**src/hdl/rcpb_pkg.sv**
```systemverilog
`timescale 1ns / 1ps
// Shared types, constants and helpers for the rounded-corner pixel blend core.
// No dependencies; every other file in hdl/ refers to this package by scoped names.

package rcpb_pkg;

	// Field widths
	localparam int PIX_W   = 32;
	localparam int POS_W   = 12;
	localparam int DIM_W   = 13;
	localparam int RAD_W   = 11;
	localparam int ROOT_W  = 16;
	localparam int SQRT_STEPS = 16;

	// Largest surface edge; larger register values clamp to this
	localparam logic [DIM_W-1:0] MAX_SURFACE_DIM = 13'd4096;

	// Top bit of the square-root trial walk
	localparam logic [31:0] ROOT_TOP_BIT = 32'h4000_0000;

	localparam logic [7:0]  COV_FULL     = 8'hFF;
	localparam logic [7:0]  COV_NONE     = 8'h00;
	localparam logic [31:0] ALPHA_MASK   = 32'hFF00_0000;
	localparam logic [15:0] MUL8_BIAS    = 16'd128;

	// Configuration register indexes
	typedef enum logic [7:0] {
		CFG_BLEND_MODE     = 8'd0,
		CFG_OPACITY        = 8'd1,
		CFG_SURFACE_WIDTH  = 8'd2,
		CFG_SURFACE_HEIGHT = 8'd3,
		CFG_CORNER_RADIUS  = 8'd4
	} cfg_idx_t;

	// Register file as seen by the datapath
	typedef struct packed {
		logic             blend_mode;
		logic [7:0]       opacity;
		logic [DIM_W-1:0] surface_w;
		logic [DIM_W-1:0] surface_h;
		logic [RAD_W-1:0] radius;
	} cfg_t;

	// Coverage classification of one pixel position
	typedef struct packed {
		logic outside;
		logic rzero;
		logic corner;
	} cov_flags_t;

	// Payload that rides alongside the geometry and root stages
	typedef struct packed {
		logic [PIX_W-1:0] src;
		logic [PIX_W-1:0] dst;
		cov_flags_t       flg;
	} pix_side_t;

	// First half of the rounding divide by 255: a*b + 128
	function automatic logic [15:0] mul8_prod(input logic [7:0] a, input logic [7:0] b);
		logic [15:0] p;
		p = {8'h00, a} * {8'h00, b};
		return p + MUL8_BIAS;
	endfunction

	// Second half of the rounding divide by 255: (t + (t >> 8)) >> 8
	function automatic logic [7:0] mul8_fin(input logic [15:0] t);
		logic [15:0] s;
		s = t + {8'h00, t[15:8]};
		return s[15:8];
	endfunction

endpackage

```
**src/hdl/rcpb_geom.sv**
```systemverilog
`timescale 1ns / 1ps
// Corner geometry front end: classifies the position and forms the squared
// distance to the corner circle centre in 1/256 pixel^2. Depends on rcpb_pkg.

module rcpb_geom (
	input  logic                              clk,
	input  logic                              arst_n,
	input  rcpb_pkg::cfg_t                    cfg,
	input  logic                              in_valid,
	output logic                              in_ready,
	input  logic [rcpb_pkg::PIX_W-1:0]        src_pixel,
	input  logic [rcpb_pkg::PIX_W-1:0]        dst_pixel,
	input  logic [rcpb_pkg::POS_W-1:0]        local_x,
	input  logic [rcpb_pkg::POS_W-1:0]        local_y,
	output logic                              out_valid,
	input  logic                              out_ready,
	output logic [31:0]                       out_rad2,
	output rcpb_pkg::pix_side_t               out_side
);

	logic [rcpb_pkg::DIM_W-1:0] w, h, x13, y13, r13;
	logic [rcpb_pkg::DIM_W-1:0] dx13, dy13;
	logic                       left, right, top, bot;
	rcpb_pkg::cov_flags_t       flg;

	logic                       v_s1, v_s2, v_s3;
	logic                       adv1, adv2, adv3;
	logic [rcpb_pkg::RAD_W-1:0] dx_s1, dy_s1;
	logic [2*rcpb_pkg::RAD_W-1:0] sqx_s2, sqy_s2;
	logic [2*rcpb_pkg::RAD_W:0] sum_s3;
	rcpb_pkg::pix_side_t        side_s1, side_s2, side_s3;

	// Clamp the surface and classify the position
	always_comb begin
		w = (cfg.surface_w > rcpb_pkg::MAX_SURFACE_DIM) ? rcpb_pkg::MAX_SURFACE_DIM : cfg.surface_w;
		h = (cfg.surface_h > rcpb_pkg::MAX_SURFACE_DIM) ? rcpb_pkg::MAX_SURFACE_DIM : cfg.surface_h;
		x13 = {1'b0, local_x};
		y13 = {1'b0, local_y};
		r13 = {2'b00, cfg.radius};
		left  = x13 < r13;
		right = (x13 + r13) >= w;
		top   = y13 < r13;
		bot   = (y13 + r13) >= h;
		flg.outside = (x13 >= w) || (y13 >= h);
		flg.rzero   = (cfg.radius == '0);
		flg.corner  = (left || right) && (top || bot);
		// Offset to the corner centre in whole pixels; left and top corners win
		dx13 = left ? (r13 - 13'd1 - x13) : (x13 + r13 - w);
		dy13 = top  ? (r13 - 13'd1 - y13) : (y13 + r13 - h);
	end

	// Advance a stage when it is empty or its successor moves
	assign adv3     = !v_s3 || out_ready;
	assign adv2     = !v_s2 || adv3;
	assign adv1     = !v_s1 || adv2;
	assign in_ready = adv1;

	always_ff @(posedge clk or negedge arst_n) begin
		if (!arst_n) begin
			v_s1 <= 1'b0;
			v_s2 <= 1'b0;
			v_s3 <= 1'b0;
		end else begin
			if (adv1) v_s1 <= in_valid;
			if (adv2) v_s2 <= v_s1;
			if (adv3) v_s3 <= v_s2;
		end
	end

	// Offsets, squares, sum
	always_ff @(posedge clk) begin
		if (adv1) begin
			dx_s1   <= dx13[rcpb_pkg::RAD_W-1:0];
			dy_s1   <= dy13[rcpb_pkg::RAD_W-1:0];
			side_s1 <= '{src: src_pixel, dst: dst_pixel, flg: flg};
		end
		if (adv2) begin
			sqx_s2  <= dx_s1 * dx_s1;
			sqy_s2  <= dy_s1 * dy_s1;
			side_s2 <= side_s1;
		end
		if (adv3) begin
			sum_s3  <= {1'b0, sqx_s2} + {1'b0, sqy_s2};
			side_s3 <= side_s2;
		end
	end

	// Shift the sum of whole-pixel squares by 256 so the root comes out in 1/16 pixel
	assign out_valid = v_s3;
	assign out_rad2  = {1'b0, sum_s3, 8'h00};
	assign out_side  = side_s3;

endmodule

```
**src/hdl/rcpb_sqrt.sv**
```systemverilog
`timescale 1ns / 1ps
// Pipelined integer square root: one restoring trial step per register stage.
// Carries the pixel payload alongside. Depends on rcpb_pkg.

module rcpb_sqrt (
	input  logic                          clk,
	input  logic                          arst_n,
	input  logic                          in_valid,
	output logic                          in_ready,
	input  logic [31:0]                   in_rad2,
	input  rcpb_pkg::pix_side_t           in_side,
	output logic                          out_valid,
	input  logic                          out_ready,
	output logic [rcpb_pkg::ROOT_W-1:0]   out_root,
	output rcpb_pkg::pix_side_t           out_side
);

	localparam int N = rcpb_pkg::SQRT_STEPS;

	logic [31:0]         rem_s  [1:N];
	logic [31:0]         res_s  [1:N];
	rcpb_pkg::pix_side_t side_s [1:N];
	logic [N:1]          vld_s;
	logic [N:1]          adv;

	// One trial: subtract res+bit when it fits and shift the partial root
	function automatic logic [63:0] root_step(input logic [31:0] rem, input logic [31:0] res,
		input int k);
		logic [31:0] bitv, trial;
		bitv  = rcpb_pkg::ROOT_TOP_BIT >> (2 * k);
		trial = res + bitv;
		if (rem >= trial) return {rem - trial, (res >> 1) + bitv};
		return {rem, res >> 1};
	endfunction

	// Ready chain from the output back to the input
	always_comb begin
		adv[N] = !vld_s[N] || out_ready;
		for (int k = N - 1; k >= 1; k--) adv[k] = !vld_s[k] || adv[k+1];
	end
	assign in_ready = adv[1];

	always_ff @(posedge clk or negedge arst_n) begin
		if (!arst_n) begin
			vld_s <= '0;
		end else begin
			if (adv[1]) vld_s[1] <= in_valid;
			for (int k = 2; k <= N; k++) begin
				if (adv[k]) vld_s[k] <= vld_s[k-1];
			end
		end
	end

	// Step k of the root lives between register k-1 and register k
	always_ff @(posedge clk) begin
		if (adv[1]) begin
			{rem_s[1], res_s[1]} <= root_step(in_rad2, 32'd0, 0);
			side_s[1] <= in_side;
		end
		for (int k = 2; k <= N; k++) begin
			if (adv[k]) begin
				{rem_s[k], res_s[k]} <= root_step(rem_s[k-1], res_s[k-1], k - 1);
				side_s[k] <= side_s[k-1];
			end
		end
	end

	assign out_valid = vld_s[N];
	assign out_root  = res_s[N][rcpb_pkg::ROOT_W-1:0];
	assign out_side  = side_s[N];

endmodule

```
**src/hdl/rcpb_blend.sv**
```systemverilog
`timescale 1ns / 1ps
// Coverage ramp, effective alpha and per-channel blend with the output register.
// Depends on rcpb_pkg; fed by rcpb_sqrt.

module rcpb_blend (
	input  logic                          clk,
	input  logic                          arst_n,
	input  rcpb_pkg::cfg_t                cfg,
	input  logic                          in_valid,
	output logic                          in_ready,
	input  logic [rcpb_pkg::ROOT_W-1:0]   in_root,
	input  rcpb_pkg::pix_side_t           in_side,
	output logic                          out_valid,
	input  logic                          out_ready,
	output logic [rcpb_pkg::PIX_W-1:0]    out_pixel,
	output logic                          write_enable,
	output logic [7:0]                    coverage
);

	logic [16:0] r16e, de, num17;
	logic [3:0]  num;
	logic [11:0] ramp12;
	logic [12:0] ramp13;
	logic        full_in, beyond;
	logic [7:0]  cov_c, a1_c;
	logic [8:0]  ch_sum [0:2];
	logic [31:0] mix_c;

	logic        v_s1, v_s2, v_s3, v_s4, v_s5;
	logic        adv1, adv2, adv3, adv4, adv5;
	logic [7:0]  cov_s1, cov_s2, cov_s3, cov_s4;
	logic [15:0] ta_s1, tb_s2;
	logic [7:0]  alpha_s3, alpha_s4;
	logic [15:0] ts_s4 [0:2];
	logic [15:0] td_s4 [0:2];
	logic [31:0] src_s1, src_s2, src_s3, src_s4;
	logic [31:0] dst_s1, dst_s2, dst_s3, dst_s4;
	logic [31:0] pix_s5;
	logic        we_s5;
	logic [7:0]  cov_s5;

	// Coverage: linear ramp across one pixel centred on the radius
	always_comb begin
		r16e   = {2'b00, cfg.radius, 4'h0};
		de     = {1'b0, in_root};
		full_in = (de + 17'd8) <= r16e;
		beyond  = de >= (r16e + 17'd8);
		num17  = r16e + 17'd8 - de;
		num    = num17[3:0];
		ramp12 = {num, 8'h00} - {8'h00, num};
		ramp13 = {1'b0, ramp12} + 13'd8;
		if (in_side.flg.outside)     cov_c = rcpb_pkg::COV_NONE;
		else if (in_side.flg.rzero)  cov_c = rcpb_pkg::COV_FULL;
		else if (!in_side.flg.corner) cov_c = rcpb_pkg::COV_FULL;
		else if (full_in)            cov_c = rcpb_pkg::COV_FULL;
		else if (beyond)             cov_c = rcpb_pkg::COV_NONE;
		else                         cov_c = ramp13[11:4];
	end

	assign a1_c = rcpb_pkg::mul8_fin(ta_s1);

	// Final channel sums with saturation
	always_comb begin
		mix_c = rcpb_pkg::ALPHA_MASK;
		for (int c = 0; c < 3; c++) begin
			ch_sum[c] = {1'b0, rcpb_pkg::mul8_fin(ts_s4[c])} + {1'b0, rcpb_pkg::mul8_fin(td_s4[c])};
			mix_c[8*c +: 8] = ch_sum[c][8] ? 8'hFF : ch_sum[c][7:0];
		end
	end

	// Ready chain
	assign adv5     = !v_s5 || out_ready;
	assign adv4     = !v_s4 || adv5;
	assign adv3     = !v_s3 || adv4;
	assign adv2     = !v_s2 || adv3;
	assign adv1     = !v_s1 || adv2;
	assign in_ready = adv1;

	always_ff @(posedge clk or negedge arst_n) begin
		if (!arst_n) begin
			v_s1 <= 1'b0;
			v_s2 <= 1'b0;
			v_s3 <= 1'b0;
			v_s4 <= 1'b0;
			v_s5 <= 1'b0;
		end else begin
			if (adv1) v_s1 <= in_valid;
			if (adv2) v_s2 <= v_s1;
			if (adv3) v_s3 <= v_s2;
			if (adv4) v_s4 <= v_s3;
			if (adv5) v_s5 <= v_s4;
		end
	end

	always_ff @(posedge clk) begin
		// Coverage; source alpha times global alpha
		if (adv1) begin
			cov_s1 <= cov_c;
			ta_s1  <= rcpb_pkg::mul8_prod(in_side.src[31:24], cfg.opacity);
			src_s1 <= in_side.src;
			dst_s1 <= in_side.dst;
		end
		// Scale by coverage
		if (adv2) begin
			cov_s2 <= cov_s1;
			tb_s2  <= rcpb_pkg::mul8_prod(a1_c, cov_s1);
			src_s2 <= src_s1;
			dst_s2 <= dst_s1;
		end
		// Pick the effective alpha for the mode
		if (adv3) begin
			cov_s3   <= cov_s2;
			alpha_s3 <= cfg.blend_mode ? rcpb_pkg::mul8_fin(tb_s2) : cov_s2;
			src_s3   <= src_s2;
			dst_s3   <= dst_s2;
		end
		// Channel products
		if (adv4) begin
			cov_s4   <= cov_s3;
			alpha_s4 <= alpha_s3;
			src_s4   <= src_s3;
			dst_s4   <= dst_s3;
			for (int c = 0; c < 3; c++) begin
				ts_s4[c] <= rcpb_pkg::mul8_prod(src_s3[8*c +: 8], alpha_s3);
				td_s4[c] <= rcpb_pkg::mul8_prod(dst_s3[8*c +: 8], ~alpha_s3);
			end
		end
		// Output register: keep, copy opaque, or blend
		if (adv5) begin
			cov_s5 <= cov_s4;
			if (alpha_s4 == rcpb_pkg::COV_FULL) begin
				pix_s5 <= src_s4 | rcpb_pkg::ALPHA_MASK;
				we_s5  <= 1'b1;
			end else if (alpha_s4 == rcpb_pkg::COV_NONE) begin
				pix_s5 <= dst_s4;
				we_s5  <= 1'b0;
			end else begin
				pix_s5 <= mix_c;
				we_s5  <= 1'b1;
			end
		end
	end

	assign out_valid    = v_s5;
	assign out_pixel    = pix_s5;
	assign write_enable = we_s5;
	assign coverage     = cov_s5;

endmodule

```
**src/hdl/rounded_corner_pixel_blend_core.sv**
```systemverilog
`timescale 1ns / 1ps
// Top level of the rounded-corner ARGB8888 blend core: configuration registers
// and the geometry, square-root and blend pipelines. Depends on rcpb_pkg and rcpb_*.

// Usage
//   Input stream s_*: one beat per pixel carrying source, destination and the
//   pixel position in the source surface. Output stream m_*: one beat per input
//   beat, in order, carrying the new destination pixel and coverage, with the
//   write enable in m_tuser.
//   Config channel cfg_*: always ready; writes blend mode, global alpha, surface
//   width and height and corner radius. Write only while the pipeline is empty.
//   Pipeline: 3 geometry stages, 16 square-root stages of one trial each and 5
//   blend stages. Throughput: one pixel per clock while the output is not
//   stalled; the 16-step root is fully unrolled into stages.
//   Reset (arst_n low) empties the pipeline and loads mode 0, global alpha 255,
//   surface 4096 x 4096 and radius 0.
//   When m_tready is low, the output beat holds and stages behind it keep filling
//   empty slots; s_tready drops only once all 24 stages hold a pixel.

module rounded_corner_pixel_blend_core (
	input  logic        clk,
	input  logic        arst_n,
	input  logic        s_tvalid,
	output logic        s_tready,
	input  logic [87:0] s_tdata,    // src_pixel[31:0], dst_pixel[63:32], local_x[75:64], local_y[87:76]
	output logic        m_tvalid,
	input  logic        m_tready,
	output logic [39:0] m_tdata,    // out_pixel[31:0], coverage[39:32]
	output logic [0:0]  m_tuser,    // write_enable[0]
	input  logic        cfg_valid,
	output logic        cfg_ready,
	input  logic [7:0]  cfg_index,
	input  logic [15:0] cfg_data
);

	logic                             blend_mode_q;
	logic [7:0]                       opacity_q;
	logic [rcpb_pkg::DIM_W-1:0]       surface_w_q, surface_h_q;
	logic [rcpb_pkg::RAD_W-1:0]       radius_q;
	rcpb_pkg::cfg_t                   cfg;

	logic                             g_valid, g_ready, r_valid, r_ready;
	logic [31:0]                      g_rad2;
	rcpb_pkg::pix_side_t              g_side, r_side;
	logic [rcpb_pkg::ROOT_W-1:0]      r_root;
	logic [rcpb_pkg::PIX_W-1:0]       out_pixel;
	logic                             write_enable;
	logic [7:0]                       coverage;

	// Configuration registers
	assign cfg_ready = 1'b1;

	always_ff @(posedge clk or negedge arst_n) begin
		if (!arst_n) begin
			blend_mode_q   <= 1'b0;
			opacity_q      <= 8'hFF;
			surface_w_q    <= rcpb_pkg::MAX_SURFACE_DIM;
			surface_h_q    <= rcpb_pkg::MAX_SURFACE_DIM;
			radius_q       <= '0;
		end else if (cfg_valid && cfg_ready) begin
			case (cfg_index)
				rcpb_pkg::CFG_BLEND_MODE:     blend_mode_q   <= cfg_data[0];
				rcpb_pkg::CFG_OPACITY:        opacity_q      <= cfg_data[7:0];
				rcpb_pkg::CFG_SURFACE_WIDTH:  surface_w_q    <= cfg_data[rcpb_pkg::DIM_W-1:0];
				rcpb_pkg::CFG_SURFACE_HEIGHT: surface_h_q    <= cfg_data[rcpb_pkg::DIM_W-1:0];
				rcpb_pkg::CFG_CORNER_RADIUS:  radius_q       <= cfg_data[rcpb_pkg::RAD_W-1:0];
				default: ;
			endcase
		end
	end

	assign cfg = '{blend_mode: blend_mode_q, opacity: opacity_q,
		surface_w: surface_w_q, surface_h: surface_h_q, radius: radius_q};

	rcpb_geom u_geom (
		.clk       (clk),
		.arst_n    (arst_n),
		.cfg       (cfg),
		.in_valid  (s_tvalid),
		.in_ready  (s_tready),
		.src_pixel (s_tdata[31:0]),
		.dst_pixel (s_tdata[63:32]),
		.local_x   (s_tdata[75:64]),
		.local_y   (s_tdata[87:76]),
		.out_valid (g_valid),
		.out_ready (g_ready),
		.out_rad2  (g_rad2),
		.out_side  (g_side)
	);

	rcpb_sqrt u_sqrt (
		.clk       (clk),
		.arst_n    (arst_n),
		.in_valid  (g_valid),
		.in_ready  (g_ready),
		.in_rad2   (g_rad2),
		.in_side   (g_side),
		.out_valid (r_valid),
		.out_ready (r_ready),
		.out_root  (r_root),
		.out_side  (r_side)
	);

	rcpb_blend u_blend (
		.clk          (clk),
		.arst_n       (arst_n),
		.cfg          (cfg),
		.in_valid     (r_valid),
		.in_ready     (r_ready),
		.in_root      (r_root),
		.in_side      (r_side),
		.out_valid    (m_tvalid),
		.out_ready    (m_tready),
		.out_pixel    (out_pixel),
		.write_enable (write_enable),
		.coverage     (coverage)
	);

	assign m_tdata = {coverage, out_pixel};
	assign m_tuser = write_enable;

`ifndef SYNTHESIS
	// Zero coverage never writes
	assert property (@(posedge clk) disable iff (!arst_n)
		m_tvalid && (m_tdata[39:32] == rcpb_pkg::COV_NONE) |-> !m_tuser[0])
		else $error("write with zero coverage");

	// Every written pixel is opaque
	assert property (@(posedge clk) disable iff (!arst_n)
		m_tvalid && m_tuser[0] |-> (m_tdata[31:24] == 8'hFF))
		else $error("written pixel not opaque");

	// Copy mode with full coverage always writes
	assert property (@(posedge clk) disable iff (!arst_n)
		m_tvalid && !blend_mode_q && (m_tdata[39:32] == rcpb_pkg::COV_FULL) |-> m_tuser[0])
		else $error("full coverage in copy mode did not write");

	// Input backpressure only comes from a stalled output beat
	assert property (@(posedge clk) disable iff (!arst_n)
		!s_tready |-> m_tvalid && !m_tready)
		else $error("input stalled while output is free");
`endif

endmodule

```
**config.mk**
```make
export PLATFORM = sky130hd
export DESIGN_NAME = rounded_corner_pixel_blend_core
export DESIGN_NICKNAME = d
export VERILOG_FILES = /design/src/hdl/rcpb_pkg.sv /design/src/hdl/rcpb_geom.sv /design/src/hdl/rcpb_sqrt.sv /design/src/hdl/rcpb_blend.sv /design/src/hdl/rounded_corner_pixel_blend_core.sv
export SDC_FILE = /design/constraint.sdc
export NUM_CORES = 2
export LEC_CHECK = 0
export ABC_AREA = 1
export BUFFER_PORTS_ARGS = -buffer_cell sky130_fd_sc_hd__buf_2
export CORE_ASPECT_RATIO = 2
export CORE_MARGIN = 5
export CORE_UTILIZATION = 50
export DETAILED_ROUTE_END_ITERATION = 16
export PLACE_DENSITY_LB_ADDON = 0.15
export REMOVE_ABC_BUFFERS = 1
export SLEW_MARGIN = 20
export SYNTH_ARGS = -nofsm -noshare
export SYNTH_HDL_FRONTEND = slang
export SYNTH_HIERARCHICAL = 1
export SYNTH_SLANG_ARGS = --single-unit
```
**constraint.sdc**
```tcl
create_clock -name clk -period 35 [get_ports clk]
set_input_delay 3.5 -clock clk [delete_from_list [all_inputs] [get_ports clk]]
set_output_delay 3.5 -clock clk [all_outputs]
set_load 0.02 [all_outputs]
```
-- Yosys cells after proc, flatten, opt, wreduce, memory -nomap -nowiden
Memory sizes are Yosys's and may differ from the RTL's.
Index checks and enable logic that the tools add are counted.
- register bits: 1650
- RAM bits: 1168
- input bits: 117
- output and inout bits: 44
- logic and storage cells: 413
- memories: 3
- $add $sub $neg: 77
- multiply operators: 10
- order comparisons: 26
- equal/unequal tests: 5
- multiplexer cells: 113
- bitwise operators: 2
- reduce and logical (&&, ||, !) cells: 61
- memories (name ; words ; width ; rd ports ; clocked after Yosys merged registers in ; wr ports ; RTL line ; RTL):
    u_sqrt.side_s ; 16 ; 67 ; 16 ; 0 ; 16 ; rcpb_sqrt.sv:22 ; rcpb_pkg::pix_side_t side_s [1:N];
    u_blend.td_s4 ; 3 ; 16 ; 3 ; 0 ; 3 ; rcpb_blend.sv:35 ; logic [15:0] td_s4 [0:2];
    u_blend.ts_s4 ; 3 ; 16 ; 3 ; 0 ; 3 ; rcpb_blend.sv:34 ; logic [15:0] ts_s4 [0:2];
- operators with widths (kind ; number):
    $mux 64 ; 29
    $ge 32x32->1 ; 15
    $sub 32x32->32 ; 14
    $add 16x8->16 ; 8
    $add 16x8->16 const B ; 8
    $mul 8x8->16 ; 8
    $mux 1 ; 67
    $mux 8 ; 8
    $mux 63 ; 1
    $mux 24 ; 2
    $mul 11x11->22 ; 2
    $sub 11x11->11 ; 4
    $add 31x11->32 const B ; 1
    $add 31x13->32 const B ; 1
    $add 31x15->32 const B ; 1
    $add 31x17->32 const B ; 1
    $add 31x19->32 const B ; 1
    $add 31x21->32 const B ; 1
    $add 31x23->32 const B ; 1
    $add 31x25->32 const B ; 1
    $add 31x27->32 const B ; 1
    $add 31x29->32 const B ; 1
    $add 31x3->32 const B ; 1
    $add 31x5->32 const B ; 1
    51 further kinds ; 116

-- Logic depth before layout (Yosys ltp)
- depth after elaboration: 25
- depth in mapped cells: 26
- gate-level depth less buffers: 26

-- Cells and area by module
Netlist, hierarchy kept.
- by module, submodules not included (module ; times used ; cells an instance ; area each (um^2)):
    rcpb_sqrt ; 1 ; 4214 ; 64717.1
    rcpb_blend ; 1 ; 3678 ; 35466.5
    rcpb_geom ; 1 ; 2272 ; 21792.2
    rounded_corner_pixel_blend_core ; 1 ; 224 ; 2049.5

-- Worst setup path after synthesis
No wires, ideal clock.
- kind: input-to-output
- start point: input port m_tready
- end point: output port s_tready
- arrival: 25262 ps
- slack: 6238 ps
- stages: 20
- buffers on the path: 0
- cells stage by stage: nor2_1 > inv_1 > nor2_1 > inv_1 > nor2_1 > inv_1 > nor2_1 > nand2_1 > inv_1 > nand4_2 > nor3_2 > nand4_2 > nor2_2 > nand4_2 > nor2_2 > nand4_1 > inv_1 > nand2_1 > nor2_1 > nand2_1
- word-level cells in the longest chain between the ends: 24
- RTL lines (what ; RTL line ; RTL):
    start: declaration ; rounded_corner_pixel_blend_core.sv:27 ; input logic m_tready,
    $logic_or 1x1->1 ; rcpb_blend.sv:72 ; assign adv5 = !v_s5 || out_ready;
    named net u_blend.adv5 ; rcpb_blend.sv:30 ; logic adv1, adv2, adv3, adv4, adv5;
    $logic_or 1x1->1 ; rcpb_blend.sv:73 ; assign adv4 = !v_s4 || adv5;
    named net u_blend.adv4 ; rcpb_blend.sv:30 ;
    $logic_or 1x1->1 ; rcpb_blend.sv:74 ; assign adv3 = !v_s3 || adv4;
    named net u_blend.adv3 ; rcpb_blend.sv:30 ;
    $logic_or 1x1->1 ; rcpb_blend.sv:75 ; assign adv2 = !v_s2 || adv3;
    $logic_or 1x1->1 ; rcpb_blend.sv:76 ; assign adv1 = !v_s1 || adv2;
    named net r_ready ; rounded_corner_pixel_blend_core.sv:42 ; logic g_valid, g_ready, r_valid, r_ready;
    (+3 left out) ; n/a ;
    named net u_sqrt.adv, one bit ; rcpb_sqrt.sv:24 ; logic [N:1] adv;
    (+5 left out) ; n/a ;
    named net u_sqrt.adv, one bit ; rcpb_sqrt.sv:24 ;
    $logic_or 1x1->1 (4 in series) ; rcpb_sqrt.sv:39 ; for (int k = N - 1; k >= 1; k--) adv[k] = !vld_s[k] || adv[k+1];
    named net u_sqrt.adv, one bit ; rcpb_sqrt.sv:24 ;
    $logic_or 1x1->1 (4 in series) ; rcpb_sqrt.sv:39 ;
    named net g_ready ; rounded_corner_pixel_blend_core.sv:42 ;
    $logic_or 1x1->1 ; rcpb_geom.sv:53 ; assign adv3 = !v_s3 || out_ready;
    named net u_geom.adv3 ; rcpb_geom.sv:27 ; logic adv1, adv2, adv3;
    $logic_or 1x1->1 ; rcpb_geom.sv:54 ; assign adv2 = !v_s2 || adv3;
    $logic_or 1x1->1 ; rcpb_geom.sv:55 ; assign adv1 = !v_s1 || adv2;
    end: declaration ; rounded_corner_pixel_blend_core.sv:24 ; output logic s_tready,
The timed path passes the listed nets, and every way through them passes these cells.

-- Final worst setup path
Same ends and word-level chain as after synthesis.

==> parameters.txt <==
Parameter                              Value

Logic synthesis
  Number of enable flip-flop cells after synthesis    2412
  Post-synth top cells    edfxtp_1 (2412), nand2_1 (1893), inv_1 (1619)
  Dominant synthesized flop cell    edfxtp_1
  Cell with the most instances after synthesis    edfxtp_1
  Share of the yosys chip area belonging to registers    59.8%
  Post-synthesis cell count    slightly above 10000
  Async set or reset register ratio after synthesis    about 2.8%
  Top cell type by total area after synthesis    edfxtp_1
  Number of flip-flops and latches in the synthesized netlist    approximately 2500
  Mean area per synthesized cell    approximately 12 um2
  Synth Cell Area    124000 um2
  Distinct cells, synth    70
  Number of warning messages in the yosys log    6
  Fraction of post-synthesis cell area in the top cell type by area    58.4%
  Biggest area contributors in the synthesized netlist    edfxtp_1 (58%), ha_1 (8.1%), fa_1 (7.0%)

Timing
  Share of the clock period used by the worst path after layout    a little under two fifths
  Tightest slew margin relative to the limit    between 30% and 40%
  Setup repair after global routing missed its margin    false
  Slew @ Worst Pin    978 ps
  Min Clock Period, post-route    13190 ps
  Max Fclk    75.8 MHz
  Final setup violating endpoints    0
  Worst Hold Slack    369 ps
  Total negative setup slack    0 ps
  Count of final max-slew check failures    0
  Hold Violations, Final    0
  Clk_skew    112 ps

Finish
  Layout Area Growth over Synthesis    8.74%
  Final design instance area without fill    135000 um2
  Fraction of layout instances using a drive strength above 1    6.96%
  Fillers    slightly above 20000
  Total Nets Final    11900
  Number of standard cells in the final layout excluding fillers    14000

GRT
  Antenna violations before repair    7
  Remaining global-route overflow    0
  Global-route wire length before repair    400000 um
  Number of global-route vias before repair    76800
  Aggregate global-route resource usage    approximately a fifth
  Pin count of the biggest net entering global routing    76

Floorplanning
  Floorplan die height    714 um
  Floorplan die width    362 um
  Standard-cell rows    between 200 and 300
  Core Footprint    247000 um2
  IO Count    roughly 160
  Initial Util    50.2%
  Floorplan die area    around 260000 um2

Clock tree
  CTS Hold Bufs    0
  CTS tree    done
  CTS H-tree depth    4
  Buffers from clock root to sink, at most    4
  CTS root buffer    clkbuf_16
  Clk slew on worst S/H paths    roughly 60 ps
  Number of clock buffers inserted by TritonCTS    roughly 220
  Clock Sink Count    2482
  Number of setup buffers added after CTS    0
  Cells resized by post-CTS repair    0
  Clk_lat worst skew    890 ps

Critical path
  Arrival @ worst endpoint    around 9700 ps
  Maximum fanout along the worst path    46
  Launching instance or port of the critical path    m_tready
  CP required    approximately 32000 ps
  Reg2Reg Launch Point    u_blend/out_valid
  Setup Crit Path Kind    input pin to primary output
  Startpoint kind of the worst setup timing path    input pin
  Kind of end point of the critical path    primary output

Detailed routing
  Post-route ant nets    0
  Detailed-route vias per instance    5.13
  Average detailed-routed wire length per instance    between 15 and 20 um
  Pre-Repair DR Iteration Count    6
  Routed via count    71900
  Total Routed Length    250000 um
  Initial detailed-routing violation count    between 3000 and 4000
  DRC violation count after routing    0

Power and ir drop
  Share of power burned in the clock network    17.5%
  Net switching power    about 5300 uW
  Share of power burned in registers    37.8%
  Share of power burned in combinational logic    44.7%
  Total design power    13200 uW
  Power density normalized to cell area    around 98 nW/um2
  Static power due to leakage    0.0585 uW
  Switching portion of total power    roughly two fifths
  Peak supply drop    0.206 mV
  Cell internal pwr    7950 uW

Place
  Total cell area at the placement stage    128000 um2
  Count of placed standard cells including taps    around 14000
  IO Port Bufs    156
  Placed wire-length estimate after detailed placement    between 150000 and 200000 um
  Final Wtd Congestion    0.923

Job
  Max-capacitance violation count    0

Min path
  HP Class    flop to flop
  Startpoint of the most critical hold path    u_sqrt/side_s[0][218]

Outcome
  Run status    complete, no violations
-- flip-flops by register name, indices dropped and copies added (netlist names), 23 cells and up --
| signal | count |
|---|---|
| u_blend/dst_s1 | 32 |
| u_blend/dst_s2 | 32 |
| u_blend/dst_s3 | 32 |
| u_blend/dst_s4 | 32 |
| u_blend/out_pixel | 32 |
| u_blend/src_s1 | 24 |
| u_blend/src_s2 | 24 |
| u_blend/src_s3 | 24 |
| u_blend/src_s4 | 24 |
| u_blend/td_s4 | 48 |
| u_blend/ts_s4 | 48 |
| u_geom/out_side | 67 |
| u_geom/side_s1 | 67 |
| u_geom/side_s2 | 67 |
| u_geom/sum_s3 | 23 |
| u_sqrt/rem_s | 480 |
| u_sqrt/res_s | 120 |
| u_sqrt/side_s | 1072 |
-- layout make-up --
class,instances,area [um2],area share (%)
sequential,2482,74200,55.0
multi-input combinational,6021,42300,31.4
inverter,1651,6230,4.62
clock buffer,258,5630,4.18
tap,3250,4070,3.02
clock inverter,127,1230,0.916
timing repair buffer,209,1180,0.876
antenna,5,12.5,0.00928
-- metal layers --
layer  GRT usage [%]  vias to the layer above  share of wire (%)
met1            18.1                    34600                 32
met3            1.92                      687                2.8
met2            40.5                     1341                 59
li1                -                    35200                  -
met4            10.5                        0                6.3
met5               0                        -                  0
-- power by group through the flow --
stage	sequential, uW	clock [uW]	combinational, uW
2_1_floorplan	4920	0	4350
3_3_place_gp	5030	0	5890
3_5_place_dp	5060	0	5920
4_1_cts	5000	2410	6000
5_1_grt	5080	2520	6820
6_report	4990	2320	5910
-- worst max-delay path, cell delays in order --
cell and delay [ps]:
buf_2 100, nor2_1 130, inv_2 40, buf_4 290, nor2_1 320, inv_6 190, nor2_1 160, inv_2 170
nor2_1 340, nand2_4 300, inv_1 310, nand4_4 150, nor3_2 300, nand4_4 110, buf_4 310, nor2_2 450
nand4_4 110, buf_4 320, nor2_2 380, nand4_1 140, buf_4 310, inv_1 160, nand2_4 240, nor2_1 390
nand2_4 180, buf_2 210
-- kinds of logic after synthesis --
| kind of cell | share of synthesized area (%) |
|---|---|
| and+or+nand+nor | 11.9 |
| DFF | 59.8 |
| buffers and inverters | 6.18 |
| adders and majority gates | 15.1 |
| AOI/OAI and AO/OA | 4.25 |
| xor gates and xnor gates | 2.72 |
| other | 0.00606 |
| muxes | 0.00807 |
-- final timing paths --
check / end / slack (ps) / cells past startpoint
hold / removal: u_sqrt/side_s[0][285] / 370 / 0
max in group asynchronous: u_sqrt/vld_s[15] / 31370 / 2
setup reg to reg: u_geom/side_s1[49] / 27480 / 28
hold reg to reg: u_sqrt/side_s[0][285] / 370 / 0
min in group asynchronous: surface_w_q[10] / 2490 / 1
setup / recovery: s_tready / 21810 / 26
-- layout by cell type (no fill, tap or decap), types with 26 or more instances in the layout --
cell and n:
a21o_1 36, a21oi_1 435, buf_2 155, buf_4 54, clkbuf_1 36, clkbuf_16 217, clkinv_1 34, clkinv_2 34
dfrtp_1 60, edfxtp_1 2412, fa_1 433, ha_1 804, inv_1 1609, inv_2 26, nand2_1 1886, nand3_1 419
nand3b_1 27, nand4_1 124, nor2_1 670, nor3_1 84, nor4_1 78, o21ai_0 268, o21ai_1 31, o21bai_1 44
or2_2 58, xnor2_1 107, xor2_1 278
-- through the flow --
step           setup WS [ps]  util [%]
2_1_floorplan           6240         -
3_3_place_gp           21580      51.8
3_5_place_dp           21620      51.8
4_1_cts                21590      54.6
5_1_grt                21170      54.6
6_report               21810      54.6
(Power assumes the default switching activity.)
